==> src/rtl/core/scr_pkg.sv <==
package scr_pkg;

    // Defaults for the top-level parameters.
    localparam int DEF_MAX_STROKES = 8;
    localparam int DEF_SUBSAMPLES  = 8;
    localparam int DEF_MAX_EDGE    = 256;

    // Pixel edge in fixed-point units.
    localparam int PIX_UNITS = 128;
    localparam int PIX_SHIFT = 7;

    // Command codes.
    localparam logic [1:0] CMD_CLEAR  = 2'd0;
    localparam logic [1:0] CMD_APPEND = 2'd1;
    localparam logic [1:0] CMD_QUERY  = 2'd2;

    // Configuration register indexes.
    localparam logic [1:0] REG_ICON_SIZE  = 2'd0;
    localparam logic [1:0] REG_HALF_WIDTH = 2'd1;
    localparam logic [1:0] REG_MIN_REACH  = 2'd2;

    // Configuration reset values.
    localparam logic [8:0] ICON_SIZE_RST  = 9'd16;
    localparam logic [7:0] HALF_WIDTH_RST = 8'd24;
    localparam logic [9:0] MIN_REACH_RST  = 10'd72;

    // Datapath steps; at most one multiply per step.
    typedef logic [4:0] t_step;
    localparam t_step ST_NONE = 5'd0;
    localparam t_step ST_RCH  = 5'd1;
    localparam t_step ST_R2   = 5'd2;
    localparam t_step ST_LD   = 5'd3;
    localparam t_step ST_AX   = 5'd4;
    localparam t_step ST_AY   = 5'd5;
    localparam t_step ST_EX   = 5'd6;
    localparam t_step ST_EY   = 5'd7;
    localparam t_step ST_RAD  = 5'd8;
    localparam t_step ST_D2A  = 5'd9;
    localparam t_step ST_D2B  = 5'd10;
    localparam t_step ST_LNA  = 5'd11;
    localparam t_step ST_LNB  = 5'd12;
    localparam t_step ST_ALA  = 5'd13;
    localparam t_step ST_ALB  = 5'd14;
    localparam t_step ST_IN   = 5'd15;
    localparam t_step ST_OUT  = 5'd16;
    localparam t_step ST_PSA  = 5'd17;
    localparam t_step ST_PSB  = 5'd18;
    localparam t_step ST_BFA  = 5'd19;
    localparam t_step ST_BFB  = 5'd20;
    localparam t_step ST_WXA  = 5'd21;
    localparam t_step ST_WXB  = 5'd22;
    localparam t_step ST_QA   = 5'd23;
    localparam t_step ST_QB   = 5'd24;
    localparam t_step ST_QC   = 5'd25;
    localparam t_step ST_DEC  = 5'd26;

    // Controller to datapath commands.
    typedef struct packed {
        t_step step;
        logic  start;
        logic  append;
        logic  adv_i;
        logic  adv_j;
        logic  load_cov;
    } t_dp_cmd;

    // Datapath to controller status.
    typedef struct packed {
        logic hit;
        logic skip;
    } t_dp_stat;

    // One stored stroke.
    typedef struct packed {
        logic [8:0]        sx;
        logic [8:0]        sy;
        logic [8:0]        ex;
        logic [8:0]        ey;
        logic [8:0]        radius;
        logic signed [7:0] ox;
        logic signed [7:0] oy;
        logic signed [7:0] cx;
        logic signed [7:0] cy;
    } t_stroke;

    typedef logic signed [33:0] t_op;

endpackage

==> src/rtl/core/scr_ctrl.sv <==
module scr_ctrl #(
    parameter int MAX_STROKES = 8,
    parameter int SUBSAMPLES  = 8,
    parameter int IW          = 3
) (
    input  logic               i_clk,
    input  logic               i_rst_n,
    input  logic               i_in_valid,
    output logic               o_in_ready,
    input  logic [1:0]         i_cmd,
    output logic               o_out_valid,
    input  logic               i_out_ready,
    input  scr_pkg::t_dp_stat  i_stat,
    output scr_pkg::t_dp_cmd   o_ctl,
    output logic [IW-1:0]      o_addr
);
    import scr_pkg::*;

    localparam int TW  = $clog2(MAX_STROKES + 1);
    localparam int SBW = (SUBSAMPLES > 1) ? $clog2(SUBSAMPLES) : 1;

    localparam logic [2:0] S_IDLE = 3'd0;
    localparam logic [2:0] S_RCH  = 3'd1;
    localparam logic [2:0] S_R2   = 3'd2;
    localparam logic [2:0] S_TEST = 3'd3;
    localparam logic [2:0] S_FIN  = 3'd4;

    logic [2:0]     r_state, n_state;
    t_step          r_step, n_step;
    logic [TW-1:0]  r_total, n_total;
    logic [IW-1:0]  r_k, n_k;
    logic [SBW-1:0] r_i, n_i, r_j, n_j;
    logic           r_ovalid, n_ovalid;
    logic           accept, last_k, last_i, last_j;

    assign o_in_ready  = (r_state == S_IDLE);
    assign o_out_valid = r_ovalid;
    assign accept      = i_in_valid && o_in_ready;
    assign last_k      = (TW'(r_k) == r_total - TW'(1));
    assign last_i      = (r_i == SBW'(SUBSAMPLES - 1));
    assign last_j      = (r_j == SBW'(SUBSAMPLES - 1));

    // Sequencer: per subsample, each stroke in turn runs the step list.
    always_comb begin
        n_state = r_state;
        n_step  = r_step;
        n_total = r_total;
        n_k     = r_k;
        n_i     = r_i;
        n_j     = r_j;
        o_ctl   = '0;
        o_addr  = r_k;
        case (r_state)
            S_IDLE: begin
                o_addr = r_total[IW-1:0];
                if (accept) begin
                    case (i_cmd)
                        CMD_CLEAR: begin
                            n_total = '0;
                        end
                        CMD_APPEND: begin
                            if (r_total < TW'(MAX_STROKES)) begin
                                o_ctl.append = 1'b1;
                                n_total      = r_total + TW'(1);
                            end
                        end
                        CMD_QUERY: begin
                            o_ctl.start = 1'b1;
                            n_k         = '0;
                            n_i         = '0;
                            n_j         = '0;
                            n_state     = (i_stat.skip || r_total == '0) ? S_FIN : S_RCH;
                        end
                        default: ;
                    endcase
                end
            end
            S_RCH: begin
                o_ctl.step = ST_RCH;
                n_state    = S_R2;
            end
            S_R2: begin
                o_ctl.step = ST_R2;
                n_step     = ST_LD;
                n_state    = S_TEST;
            end
            S_TEST: begin
                o_ctl.step = r_step;
                if (r_step != ST_DEC) begin
                    n_step = r_step + t_step'(1);
                end else begin
                    n_step = ST_LD;
                    if (i_stat.hit || last_k) begin
                        n_k = '0;
                        if (last_i) begin
                            n_i         = '0;
                            o_ctl.adv_j = 1'b1;
                            n_j         = r_j + SBW'(1);
                            if (last_j) begin
                                n_state = S_FIN;
                            end
                        end else begin
                            n_i         = r_i + SBW'(1);
                            o_ctl.adv_i = 1'b1;
                        end
                    end else begin
                        n_k = r_k + IW'(1);
                    end
                end
            end
            S_FIN: begin
                if (!r_ovalid || i_out_ready) begin
                    o_ctl.load_cov = 1'b1;
                    n_state        = S_IDLE;
                end
            end
            default: n_state = S_IDLE;
        endcase
    end

    // Result beat is held until the consumer takes it.
    assign n_ovalid = o_ctl.load_cov ? 1'b1 : (i_out_ready ? 1'b0 : r_ovalid);

    always_ff @(posedge i_clk) begin
        if (!i_rst_n) begin
            r_state  <= S_IDLE;
            r_step   <= ST_NONE;
            r_total  <= '0;
            r_k      <= '0;
            r_i      <= '0;
            r_j      <= '0;
            r_ovalid <= 1'b0;
        end else begin
            r_state  <= n_state;
            r_step   <= n_step;
            r_total  <= n_total;
            r_k      <= n_k;
            r_i      <= n_i;
            r_j      <= n_j;
            r_ovalid <= n_ovalid;
        end
    end

endmodule

==> config.mk <==
export PLATFORM = sky130hd
export DESIGN_NAME = scr_ctrl
export DESIGN_NICKNAME = d
export VERILOG_FILES = /design/src/rtl/core/scr_pkg.sv /design/src/rtl/core/scr_ctrl.sv
export SDC_FILE = /design/constraint.sdc
export NUM_CORES = 1
export LEC_CHECK = 0
export BUFFER_PORTS_ARGS = -buffer_cell sky130_fd_sc_hd__buf_2
export CAP_MARGIN = 20
export CORE_MARGIN = 2
export CORE_UTILIZATION = 42
export DETAILED_ROUTE_END_ITERATION = 12
export PLACE_DENSITY = 0.61
export REMOVE_ABC_BUFFERS = 1
export SLEW_MARGIN = 10
export SYNTH_ARGS = -nofsm -noshare
export SYNTH_HDL_FRONTEND = slang
export SYNTH_SLANG_ARGS = --single-unit
==> constraint.sdc <==
create_clock -name i_clk -period 2.5 [get_ports i_clk]
set_input_delay 0.25 -clock i_clk [delete_from_list [all_inputs] [get_ports i_clk]]
set_output_delay 0.25 -clock i_clk [all_outputs]
set_load 0.02 [all_outputs]
Word level (Yosys, flattened, before mapping)

Cells that the tools add are included.
Widths: inputs -> output; s select.

Word-level logic and storage cells: 91
Bits in registers: 22

Eq/ne operators: 18
Muxes and demuxes: 42
Reductions and logical operators: 17
Magnitude comparators: 1
$add $sub $neg: 6

Operators by type and width:

| kind                | number |
|---|---|
| $mux 3              | 19 |
| $pmux 3 s2          | 3 |
| $pmux 3 s5          | 1 |
| $pmux 5 s3          | 1 |
| $ne 2x2->1 const B  | 6 |
| $mux 2              | 5 |
| $pmux 5 s2          | 1 |
| $add 3x1->3 const B | 3 |
| $eq 3x3->1 const B  | 3 |
| $mux 1              | 9 |
| $pmux 4 s2          | 1 |
| $reduce_and 4->1    | 2 |
| $reduce_bool 2->1   | 4 |
| $reduce_and 7->1    | 1 |
| $eq 3x2->1 const B  | 2 |
| $reduce_and 6->1    | 1 |
| $add 5x1->5 const B | 1 |
| $mux 5              | 1 |
| $ne 5x5->1 const B  | 1 |
| $reduce_and 5->1    | 1 |
| $add 4x1->4 const B | 1 |
| $eq 3x4->1          | 1 |
| $logic_not 4->1     | 1 |
| $lt 4x4->1 const B  | 1 |
| other kinds (11)    | 14 |

Depth between registers and ports, before layout

Word-level depth: 6
Mapped depth: 8
Depth with buffers taken out: 7

Worst setup path after synthesis

Ideal clock, no wire load.

Kind: register to output
Start point: register r_total[0]
End point: output o_ctl[2] in the netlist's numbering
Data arrival time: 2.096 ns
Path slack: 0.154 ns
Required time: 2.250 ns
Stages on the path, launching flop included: 9
Cell sequence: dfxtp_1 > buf_6 > inv_1 > ha_1 > xor2_1 > nand3_4 > a22oi_1 > o211ai_2 > nor3_1

RTL lines:

| what                   | RTL line        | text |
|---|---|---|
| start, declared        | scr_ctrl.sv:30  | `logic [TW-1:0] r_total, n_total;` |
| start signal, assigned | scr_ctrl.sv:136 | `r_total <= n_total;` |
| end, declared          | scr_ctrl.sv:14  | `output scr_pkg::t_dp_cmd o_ctl,` |

==> run metrics <==
cts hold-fix bufs 0; hold crit path type in -> reg; Crit-path slowest cell dfxtp_4; Critical Path Sink Type output pin; clock skew 0.00405 ns; Psw 239 uW; DR vias 1293; switching portion of total power 32.6%; synthesized netlist cell count 171; outcome finished, final reports clean; most frequent cells in the layout buf_2, dfxtp_1, nor2_1; Worst EP required 2.25 ns; die footprint 3910 um^2; pin count of the biggest net entering global routing 15; first-pass GRT wire length 5530 um; P_leak 0.710 nW; RR Endpoint r_j[1]; setup TNS 0 ns; worst reg2reg path depth 8; Post-synth EDFFs 0; final instance area 1600 um^2; Sequential Power Share 51.8%; GR Overflow Total 0; Worst-Skew Late Latency 0.32 ns; crit-path cells inv_1 -> ha_1 -> xor2_2 -> nand3_4 -> a22oi_2 -> o211ai_2 -> nor3_1 -> buf_2; Die Y 62.5 um; fmax 425 MHz; Seq cells post-synth 22; post-synthesis cell area 1440 um^2; Setup Crit Path Kind reg -> out; 1st-iter DRT viols 54; number of global-route vias before repair 1257; Synth cell types 53; Chip Width 62.5 um; placed cell area 1560 um^2; clock sinks 22; worst reg2reg startpoint r_total[0]; setup slack, reg-to-reg 0.53 ns; fill count 340; total power 733 uW; TritonCTS clock tree yes; Final Hold Viols 0; worst vdd ir 255 uV; pwr/cell area 458 nW/um^2; vias per inst 5.53; dominant synthesized flop cell dfxtp_1; combinational share of power 25.4%; CTS clk-pin slew, worst paths 0.12 ns; yosys warns 0; gpl congestion 0.859; sequential share of the synthesized area 30.6%; DP Wirelength 2420 um; Final Non-Filler Cells 234; Area Overhead vs Synth 11.5%; WHS Path Cells 3; Hold Crit Start i_out_ready; Starting Density 43.4%; core footprint 3310 um^2; Internal 494 uW; Final nets 208; GRT Total Usage 17.4%; row cnt 21; Rel. slew slack 67.0%; Avg Synthesized Cell Area 8.41 um^2; arrival time worst endpoint 2.11 ns; Hold EP o_out_valid; clock share of power 22.8%; share of post-route cells with drive strength above 1 21.8%; PnR worst setup slack 0.145 ns; Setup Slack @ Placement 0.278 ns; Top Family by Delay on Critical Path flip-flops; Port Buffer Count 22; WL/cell 13.7 um; Max-Cap Viols 0; H-tree levels 1; CTS Buf Count 3; drt drc 0; Worst Setup Start Kind flop; drt first pass iters 4; Slew Viols, Final 0; footprint of the multi-input gates 923 um^2; FF/Latch Area 448 um^2; Crit path largest cell delay 0.41 ns; crit-path max FO 8; Inst Count DP 231; # setup viols final 0; Async S/R FF share, synth 0%; total wire length 3220 um; IO Pins 23; Slew @ Worst Pin 0.495 ns; buffers plus inverters on the worst setup path 2; initial antenna violation count 0; clk buf depth 2; antenna fix cells 0; most common cell after layout, fill and taps aside buf_2; period utilisation layout 94.2%; min cycle time layout 2.36 ns; clock root cell clkbuf_4; DRT antenna net count 0
==> per-stage QoR <==
| stage | utilization, % | hold slack [ns] |
|---|---|---|
| final | 48.4 | 0.232 |
| after global routing | 48.4 | 0.238 |
| after CTS | 47.9 | 0.231 |
| after detailed placement | 47.1 | 0.466 |
| after global placement | 47.1 | 0.449 |
| after floorplan | - | 0.388 |
==> state kept, by name, summed over array words and instances (netlist names) <==
name	flops
r_j	3
o_out_valid	1
r_i	3
r_k	3
r_state	3
r_total	4
r_step	5
==> power by group through the flow <==
stage | combinational, mW | clock, mW | sequential, mW
global placement | 0.180 | 0 | 0.387
floorplan | 0.121 | 0 | 0.385
global route | 0.202 | 0.188 | 0.382
CTS | 0.184 | 0.171 | 0.379
detailed placement | 0.183 | 0 | 0.387
finish | 0.186 | 0.167 | 0.380
==> how the worst max path moves through the flow <==
stage | startpoint | to | depth (start not counted)
floorplan | r_total[0] | o_ctl[2] | 7
global placement | r_total[0] | o_ctl[2] | 8
detailed placement | r_total[0] | o_ctl[2] | 8
CTS | r_total[0] | o_ctl[2] | 8
global route | r_total[0] | o_ctl[2] | 8
finish | r_total[0] | o_ctl[2] | 8
==> kinds of logic after synthesis <==
family                     synth area share [%]
buffers and inverters                      6.01
adders and majority gates                  8.70
and+or+nand+nor                            26.9
muxes                                      2.79
xor gates and xnor gates                   4.27
DFF                                        30.6
AOI/OAI and AO/OA                          20.7
==> layout make-up <==
cell class                      instances  share of cell area [%]
Clock buffer                            3                    1.41
Inverter                                7                    1.64
Multi-Input combinational cell        132                    57.6
Sequential cell                        22                    27.9
Tap cell                               46                    3.59
Timing Repair Buffer                   24                    7.81
==> synth_stat cells (all sizes together), types with 3 or more instances <==
cell type | instances | share of area, %
o21ai | 5 | 1.7
a21oi | 13 | 4.5
clkbuf | 4 | 1.0
inv | 7 | 1.8
nand3 | 6 | 3.0
and3 | 4 | 1.7
ha | 10 | 8.7
and2 | 3 | 1.3
buf | 6 | 3.1
nand2 | 17 | 4.6
mux2i | 4 | 2.8
dfxtp | 22 | 31
nor3 | 5 | 1.7
nor2 | 18 | 4.9
nand3b | 3 | 1.6
==> worst reg2reg max path: stages, from the launching register on <==
cell     delay, ns
dfxtp_4       0.41
inv_1         0.08
ha_1          0.35
xor2_2        0.19
nand3_4       0.10
a22oi_2       0.19
buf_4         0.15
nand3_1       0.11
a32o_1        0.29
==> what timing repair did <==
item	in CTS	in global routing
endpoints found under the setup margin	1	1
gates resized for setup	2	6
buffers inserted	0	0
endpoints found under the hold margin	0	0
==> layer usage <==
layer,wire [um],up-vias,part of all wire [%],track usage [%]
met5,0,-,0,0
met4,57,0,1.8,5.00
met3,103,6,3.2,3.06
met2,1600,20,50,32.5
met1,1450,612,45,20.1
li1,-,655,-,-
(Power assumes the default switching activity.)
